`config.mk`:
```
export PLATFORM = sky130hd
export DESIGN_NAME = counting_semaphore_fifo_waiters_core
export DESIGN_NICKNAME = d
export VERILOG_FILES = /design/src/sv/csfw_pkg.sv /design/src/sv/csfw_ctrl.sv /design/src/sv/csfw_dp.sv /design/src/sv/counting_semaphore_fifo_waiters_core.sv
export SDC_FILE = /design/constraint.sdc
export NUM_CORES = 1
export LEC_CHECK = 0
export BUFFER_PORTS_ARGS = -buffer_cell sky130_fd_sc_hd__buf_2
export CAP_MARGIN = 20
export CORE_ASPECT_RATIO = 1.25
export CORE_MARGIN = 1
export CORE_UTILIZATION = 50
export DETAILED_ROUTE_END_ITERATION = 7
export PLACE_DENSITY = 0.8
export RECOVER_POWER = 50
export SETUP_SLACK_MARGIN = 0.3
export SLEW_MARGIN = 20
export SYNTH_ARGS = -nofsm -noshare
export SYNTH_HDL_FRONTEND = slang
export SYNTH_SLANG_ARGS = --single-unit
```
`constraint.sdc`:
```
create_clock -name clk_i -period 2.6 [get_ports clk_i]
set_input_delay 0.39 -clock clk_i [delete_from_list [all_inputs] [get_ports clk_i]]
set_output_delay 0.39 -clock clk_i [all_outputs]
set_load 0.1 [all_outputs]
```
`src/sv/csfw_pkg.sv`:
```
`timescale 1ns / 1ps
`default_nettype none
package csfw_pkg;

  // Field widths and queue geometry
  localparam int unsigned FUNC_W      = 2;
  localparam int unsigned PID_W       = 8;
  localparam int unsigned COUNT_W     = 16;
  localparam int unsigned QUEUE_DEPTH = 16;
  localparam int unsigned PTR_W       = $clog2(QUEUE_DEPTH);
  localparam int unsigned OCC_W       = $clog2(QUEUE_DEPTH + 1);

  localparam logic [COUNT_W-1:0] COUNT_MAX = {COUNT_W{1'b1}};
  localparam logic [OCC_W-1:0]   OCC_FULL  = OCC_W'(QUEUE_DEPTH);

  // Operation codes
  localparam logic [FUNC_W-1:0] FUNC_WAIT   = 2'd0;
  localparam logic [FUNC_W-1:0] FUNC_SIGNAL = 2'd1;
  localparam logic [FUNC_W-1:0] FUNC_QUERY  = 2'd2;
  localparam logic [FUNC_W-1:0] FUNC_REINIT = 2'd3;

  // Request payload
  typedef struct packed {
    logic [FUNC_W-1:0] func;
    logic [PID_W-1:0]  pid;
  } req_t;

  // Result payload
  typedef struct packed {
    logic               acquired;
    logic               woken_valid;
    logic [PID_W-1:0]   woken_pid;
    logic               is_waiting;
    logic [COUNT_W-1:0] current_count;
    logic [OCC_W-1:0]   queued;
    logic               overflow;
  } rsp_t;

  // Controller to datapath commands
  typedef struct packed {
    logic load;  // capture the incoming request
    logic exec;  // apply the op and register the result
  } ctrl_t;

endpackage
`default_nettype wire

```
`src/sv/csfw_ctrl.sv`:
```
`timescale 1ns / 1ps
`default_nettype none
module csfw_ctrl (
  input  logic            clk_i,
  input  logic            rst_ni,
  input  logic            start,
  output logic            busy,
  output logic            done_o,
  output csfw_pkg::ctrl_t ctrl_o
);
  import csfw_pkg::*;

  localparam logic [1:0] ST_IDLE = 2'd0;
  localparam logic [1:0] ST_EXEC = 2'd1;
  localparam logic [1:0] ST_RESP = 2'd2;

  logic [1:0] state_q, state_d;
  logic       accept;

  assign busy   = (state_q == ST_EXEC);
  assign accept = start && !busy;
  assign done_o = (state_q == ST_RESP);

  assign ctrl_o.load = accept;
  assign ctrl_o.exec = (state_q == ST_EXEC);

  // Next state: a new op may enter while the previous result is shown
  always_comb begin
    state_d = state_q;
    unique case (state_q)
      ST_IDLE: state_d = accept ? ST_EXEC : ST_IDLE;
      ST_EXEC: state_d = ST_RESP;
      ST_RESP: state_d = accept ? ST_EXEC : ST_IDLE;
      default: state_d = ST_IDLE;
    endcase
  end

  always_ff @(posedge clk_i or negedge rst_ni) begin
    if (!rst_ni) begin
      state_q <= ST_IDLE;
    end else begin
      state_q <= state_d;
    end
  end

endmodule
`default_nettype wire

```
`src/sv/csfw_dp.sv`:
```
`timescale 1ns / 1ps
`default_nettype none
module csfw_dp (
  input  logic                           clk_i,
  input  logic                           rst_ni,
  input  csfw_pkg::ctrl_t                ctrl_i,
  input  csfw_pkg::req_t                 req_i,
  input  logic [csfw_pkg::COUNT_W-1:0]   init_count_i,
  output csfw_pkg::rsp_t                 rsp_o
);
  import csfw_pkg::*;

  // Captured request
  logic [FUNC_W-1:0] func_q;
  logic [PID_W-1:0]  pid_q;

  // Semaphore state
  logic [COUNT_W-1:0] count_q, count_d;
  logic [PTR_W-1:0]   head_q, head_d;
  logic [PTR_W-1:0]   tail_q, tail_d;
  logic [OCC_W-1:0]   occ_q, occ_d;
  logic [PID_W-1:0]   queue_q [QUEUE_DEPTH];
  logic               push;

  // Result registers
  logic                   acquired_d, acquired_q;
  logic                   woken_d, woken_q;
  logic [PID_W-1:0]       woken_pid_d, woken_pid_q;
  logic                   overflow_d, overflow_q;
  logic [QUEUE_DEPTH-1:0] hit_d, hit_q;

  // Request capture
  always_ff @(posedge clk_i) begin
    if (ctrl_i.load) begin
      func_q <= req_i.func;
      pid_q  <= req_i.pid;
    end
  end

  // Op decode and state update
  always_comb begin
    count_d     = count_q;
    head_d      = head_q;
    tail_d      = tail_q;
    occ_d       = occ_q;
    push        = 1'b0;
    acquired_d  = 1'b0;
    woken_d     = 1'b0;
    woken_pid_d = '0;
    overflow_d  = 1'b0;
    unique case (func_q)
      FUNC_WAIT: begin
        if (count_q != '0) begin
          count_d    = count_q - COUNT_W'(1);
          acquired_d = 1'b1;
        end else if (occ_q == OCC_FULL) begin
          overflow_d = 1'b1;
        end else begin
          push   = 1'b1;
          tail_d = tail_q + PTR_W'(1);
          occ_d  = occ_q + OCC_W'(1);
        end
      end
      FUNC_SIGNAL: begin
        if (occ_q != '0) begin
          woken_d     = 1'b1;
          woken_pid_d = queue_q[head_q];
          head_d      = head_q + PTR_W'(1);
          occ_d       = occ_q - OCC_W'(1);
        end else if (count_q != COUNT_MAX) begin
          count_d = count_q + COUNT_W'(1);
        end
      end
      FUNC_QUERY: begin
      end
      FUNC_REINIT: begin
        count_d = init_count_i;
        head_d  = '0;
        tail_d  = '0;
        occ_d   = '0;
      end
      default: begin
      end
    endcase
  end

  // Query: parallel compare over occupied slots, reduced next cycle
  always_comb begin
    logic [PTR_W-1:0] offs;
    for (int i = 0; i < QUEUE_DEPTH; i++) begin
      offs     = PTR_W'(i) - head_q;
      hit_d[i] = (func_q == FUNC_QUERY) && ({1'b0, offs} < occ_q) && (queue_q[i] == pid_q);
    end
  end

  // Control state
  always_ff @(posedge clk_i or negedge rst_ni) begin
    if (!rst_ni) begin
      count_q <= '0;
      head_q  <= '0;
      tail_q  <= '0;
      occ_q   <= '0;
    end else if (ctrl_i.exec) begin
      count_q <= count_d;
      head_q  <= head_d;
      tail_q  <= tail_d;
      occ_q   <= occ_d;
    end
  end

  // Queue storage and result payload
  always_ff @(posedge clk_i) begin
    if (ctrl_i.exec) begin
      if (push) begin
        queue_q[tail_q] <= pid_q;
      end
      acquired_q  <= acquired_d;
      woken_q     <= woken_d;
      woken_pid_q <= woken_pid_d;
      overflow_q  <= overflow_d;
      hit_q       <= hit_d;
    end
  end

  assign rsp_o.acquired      = acquired_q;
  assign rsp_o.woken_valid   = woken_q;
  assign rsp_o.woken_pid     = woken_pid_q;
  assign rsp_o.is_waiting    = |hit_q;
  assign rsp_o.current_count = count_q;
  assign rsp_o.queued        = occ_q;
  assign rsp_o.overflow      = overflow_q;

endmodule
`default_nettype wire

```
`src/sv/counting_semaphore_fifo_waiters_core.sv`:
```
`timescale 1ns / 1ps
`default_nettype none
// Channel    | Ports                                   | Transfer
// -----------+-----------------------------------------+----------------------------
// request    | start, busy, req_i                      | start high while busy low
// result     | done_o, rsp_o                           | done_o high, one cycle
// register   | psel, penable, pwrite, paddr, pwdata,   | psel, penable, pwrite, pready
//            | prdata, pready                          |
//
// Each op passes through an execute state that updates the count and
// the 16-entry wait queue, then a result state with the result on rsp_o.
// A new request is taken during the result state, so ops can issue back to back.
// The queue search is a parallel compare registered in the execute cycle.
// Reset clears count, pointers, occupancy and the reload register; queue data
// is left as is. The result side cannot stall.
module counting_semaphore_fifo_waiters_core (
  input  logic                 clk_i,
  input  logic                 rst_ni,
  input  logic                 start,
  output logic                 busy,
  input  csfw_pkg::req_t       req_i,
  output logic                 done_o,
  output csfw_pkg::rsp_t       rsp_o,
  input  logic                 psel,
  input  logic                 penable,
  input  logic                 pwrite,
  input  logic [2:0]           paddr,
  input  logic [31:0]          pwdata,
  output logic [31:0]          prdata,
  output logic                 pready
);
  import csfw_pkg::*;

  ctrl_t              ctrl;
  logic [COUNT_W-1:0] init_count_q;
  logic               reg_sel;

  // Register port: one register, selected whenever paddr[2] is 0 (addresses 0 to 3)
  assign pready  = 1'b1;
  assign reg_sel = (paddr[2] == 1'b0);
  assign prdata  = reg_sel ? {{(32-COUNT_W){1'b0}}, init_count_q} : '0;

  always_ff @(posedge clk_i or negedge rst_ni) begin
    if (!rst_ni) begin
      init_count_q <= '0;
    end else if (psel && penable && pwrite && pready && reg_sel) begin
      init_count_q <= pwdata[COUNT_W-1:0];
    end
  end

  csfw_ctrl u_ctrl (
    .clk_i  (clk_i),
    .rst_ni (rst_ni),
    .start  (start),
    .busy   (busy),
    .done_o (done_o),
    .ctrl_o (ctrl)
  );

  csfw_dp u_dp (
    .clk_i        (clk_i),
    .rst_ni       (rst_ni),
    .ctrl_i       (ctrl),
    .req_i        (req_i),
    .init_count_i (init_count_q),
    .rsp_o        (rsp_o)
  );

  // Result always follows an execute cycle
  assert property (@(posedge clk_i) disable iff (!rst_ni) done_o |-> $past(busy))
    else $error("result without execute cycle");

  // Execute lasts exactly one cycle
  assert property (@(posedge clk_i) disable iff (!rst_ni) busy |=> !busy)
    else $error("execute cycle repeated");

  // Occupancy shown with a result never exceeds the queue depth
  assert property (@(posedge clk_i) disable iff (!rst_ni) done_o |-> rsp_o.queued <= OCC_FULL)
    else $error("queue occupancy out of range");

  // Grant, wake and overflow are mutually exclusive
  assert property (@(posedge clk_i) disable iff (!rst_ni)
    done_o |-> $onehot0({rsp_o.acquired, rsp_o.woken_valid, rsp_o.overflow}))
    else $error("conflicting result flags");

endmodule
`default_nettype wire
```
==> results_dict.tcl <==
set metrics [dict create \
    nFillCells 1722 \
    period_share_pct 91.8 \
    setup_viol 0 \
    endpoint_kind "register" \
    syn_area_sq_um 12100 \
    start_util_pct 50.9 \
    tritoncts "yes" \
    crit_arrival_ns 2.76 \
    cts_buffer_depth 3 \
    clk-insertion-delay-late_ns 0.51 \
    p_leak_uw 0.00536 \
    drt_wl_total_um 29900 \
    slowest_stage "dfrtp_4" \
    syn2layout_area_growth_pct 19.9 \
    min_from "req_i[5]" \
    p_int_uw 8170 \
    drv_cap 1 \
    period_needed_ns 2.39 \
    io_buffers 83 \
    firstDrtPassIters 6 \
    worstSetupStartpointType "register" \
    path_class "register to register" \
    place_hpwl_um 20700 \
    synth_ff_type "edfxtp_1" \
    synth_cells 958 \
    violations "capacitance limit, slew limit" \
    whs_endpoint "u_dp.pid_q[5]" \
    setup_tns_ns 0 \
    skew_ns 0.0168 \
    dieArea_sq_um 24800 \
    wl_per_cell_um 21.0 \
    rr_endpoint "u_dp.count_q[14]" \
    fmax_mhz 419 \
    num_rows 63 \
    finalHoldViolCount 0 \
    place_inst 1357 \
    r2r_slack_ns 0.21 \
    finalMaxSlewViolations 38 \
    ys_top_cells_by_area "edfxtp_1 (41%), dfrtp_1 (9.7%), mux4_2 (7.5%)" \
    synth.top_cell.area_share_pct 41.0 \
    via_per_inst 5.96 \
    htree_levels 1 \
    drt_iter0_markers 678 \
    clk_pin_slew_ns 0.06 \
    required_ns 2.97 \
    cpPeakStageDelay_ns 0.50 \
    switching_share_pct 42.0 \
    switching_power_uw 5910 \
    synth_seq_cells 212 \
    layout_common_cells "edfxtp_1 (165), xor2_1 (85), buf_2 (74)" \
    slew_headroom_pct -37.9 \
    min_path_type "input port to register" \
    netlist-cell-type-count 73 \
    ys_seq_area_share_pct 50.8 \
    combPwrFrac_pct 47.4 \
    grt_antenna_before_repair 0 \
    yosys_warnings 0 \
    io_pins 119 \
    tightestPinTransition_ns 2.07 \
    critPathMaxFanout 5 \
    synth_edf_count 165 \
    peakVddDrop_mv 1.01 \
    pwr-share-seq_pct 31.0 \
    clock-sinks 212 \
    antenna_cells 0 \
    powerDensity_nw_per_um2 973 \
    grt_pass1_vias 8541 \
    grt_setup_unrepaired "yes" \
    outcome "complete, but fails checks" \
    path_cells "buf_6, xnor2_2, ha_2, o31a_1, a2bb2oi_4, a221oi_4, a31o_2, mux2i_1, nand3_1" \
    nets 1189 \
    synth_largest_area_cell "edfxtp_1" \
    reg2reg_from "u_dp.count_q[1]" \
    fin_cells 1422 \
    clockRootBuffer "clkbuf_16" \
    grt_max_degree 38 \
    async_flop_share_pct 22.2 \
    ant_nets 0 \
    worstHoldPathCells 1 \
    chipWidth_um 141 \
    gp_congestion 0.860 \
    ctsHoldBuffers 0 \
    p_total_uw 14100 \
    grt_remaining_overflow 0 \
    final_common_cell "edfxtp_1" \
    final_util_pct 61.0 \
    core-area_sq_um 23700 \
    syn_avg_cell_area_sq_um 12.6 \
    reg2regPathDepth 9 \
    groute.usage.overall_pct 24.5 \
    die_h_um 176 \
    pwr-share-clk_pct 21.6 \
    drive_above_1_share_pct 31.4 \
    grt_pass1_wl_um 46800 \
    vias 8474 \
    cts_buffers 21 \
    drt_drc_violations_left 0 \
]
[area by class of cell]
type                       count  area, sq um  area share [%]
timing repair inverter         2         12.5          0.0864
tap                          325          407            2.81
multi-input combinational    653         6000            41.5
inverter                      37          153            1.05
clock inverter                17          151            1.05
timing repair buffer         155         1070            7.37
clock buffer                  21          526            3.63
sequential                   212         6160            42.5
[worst max-delay path: cells and delay by family, from the launching register on]
family | cells | cell delay (ns)
adder cells (fa/ha/maj) | 1 | 0.20
XOR/XNOR | 1 | 0.14
AO/OA/AOI/OAI | 4 | 0.98
AND/OR/NAND/NOR | 1 | 0.10
multiplexers | 1 | 0.19
flip-flops | 1 | 0.50
buffers and inverters | 1 | 0.15
[cells in the mapped netlist (2+ instances only)]
| cell type | instances |
|---|---|
| edfxtp_1 | 165 |
| xor2_1 | 85 |
| xnor2_1 | 63 |
| ha_1 | 56 |
| dfrtp_1 | 47 |
| a21oi_1 | 44 |
| nor4_1 | 43 |
| nor2_1 | 41 |
| mux4_2 | 40 |
| inv_1 | 33 |
| nand2_1 | 32 |
| o21ai_0 | 30 |
| clkbuf_1 | 28 |
| nor2b_1 | 26 |
| buf_4 | 24 |
| nand4_1 | 24 |
| mux2_2 | 16 |
| a21o_1 | 15 |
| and3_1 | 13 |
| nand3_1 | 12 |
| and2_1 | 11 |
| mux2i_1 | 10 |
| a31oi_1 | 8 |
| buf_2 | 8 |
| buf_1 | 7 |
| nand2b_1 | 6 |
| o211ai_1 | 5 |
| buf_6 | 3 |
| nor3_1 | 3 |
| o21bai_1 | 3 |
| or4_1 | 3 |
| a211o_1 | 2 |
| a211oi_1 | 2 |
| a22o_1 | 2 |
| a31o_2 | 2 |
| a41oi_1 | 2 |
| conb_1 | 2 |
| inv_2 | 2 |
| nand3b_1 | 2 |
| nor4_2 | 2 |
| nor4_4 | 2 |
| o21a_1 | 2 |
| o21ai_1 | 2 |
[power by group through the flow]
stage                     sequential, uW  combinational [uW]  clock (uW)
after global routing                4380                7110        3180
after global placement              4360                5820           0
after floorplan                     5470                3600           0
after CTS                           4350                6260        3060
after detailed placement            4380                5950           0
final                               4360                6680        3040
[routing by layer]
metal / wire [um] / global-route usage, %
met5: 0 / 0
met4: 1130 / 10.1
met2: 15700 / 44.5
met1: 11300 / 29.1
met3: 1750 / 3.11
[registers in the layout, summed over array words and instances (netlist names)]
register / flops
init_count_q: 16
u_ctrl.state_q: 2
u_dp.acquired_q: 1
u_dp.count_q: 16
u_dp.func_q: 2
u_dp.head_q: 4
u_dp.hit_q: 16
u_dp.occ_q: 5
u_dp.overflow_q: 1
u_dp.pid_q: 8
u_dp.queue_q: 128
u_dp.tail_q: 4
u_dp.woken_pid_q: 8
u_dp.woken_q: 1
[per-stage QoR]
step	hold slack [ns]	instance area (sq um)	setup slack (ns)
after global routing	0.0369	14500	0.111
after detailed placement	0.473	13300	0.147
after CTS	0.0227	14200	0.256
after floorplan	0.0944	12500	0.0811
final	0.0532	14500	0.213
after global placement	0.440	13300	0.227
[how the worst max path moves through the flow]
stage                    endpoint             start  cells after the start  slack [ns]
5_1_grt             u_dp.hit_q[3]     u_dp.pid_q[4]                      5        0.11
6_report         u_dp.count_q[14]   u_dp.count_q[1]                      9        0.21
3_3_place_gp   u_dp.queue_q[1][6]  u_dp.count_q[12]                      6        0.23
3_5_place_dp       u_dp.hit_q[14]    u_dp.head_q[0]                      9        0.15
2_1_floorplan  u_dp.queue_q[4][0]   u_dp.count_q[2]                      6        0.08
4_1_cts          u_dp.count_q[14]   u_dp.count_q[1]                      9        0.26
[what timing repair did]
| item | in CTS | in global routing |
|---|---|---|
| pin swaps | 12 | 17 |
| buffers inserted | 8 | 16 |
| gates resized for setup | 14 | 38 |
| setup endpoints to repair | 90 | 131 |
| gates cloned | 3 | 0 |
[cell families (layout without fill, tap and decap cells)]
family,after synthesis,count (layout),share of synthesized area (%)
mux,66,66,9.78
xor+xnor,148,148,10.7
flops,212,212,50.8
other cells,2,17,0.0622
fa+ha+maj,56,56,5.80
buf+inv,108,232,4.40
simple gates,229,229,10.8
compound gates,137,137,7.59
Power figures use the tool's default switching activity.
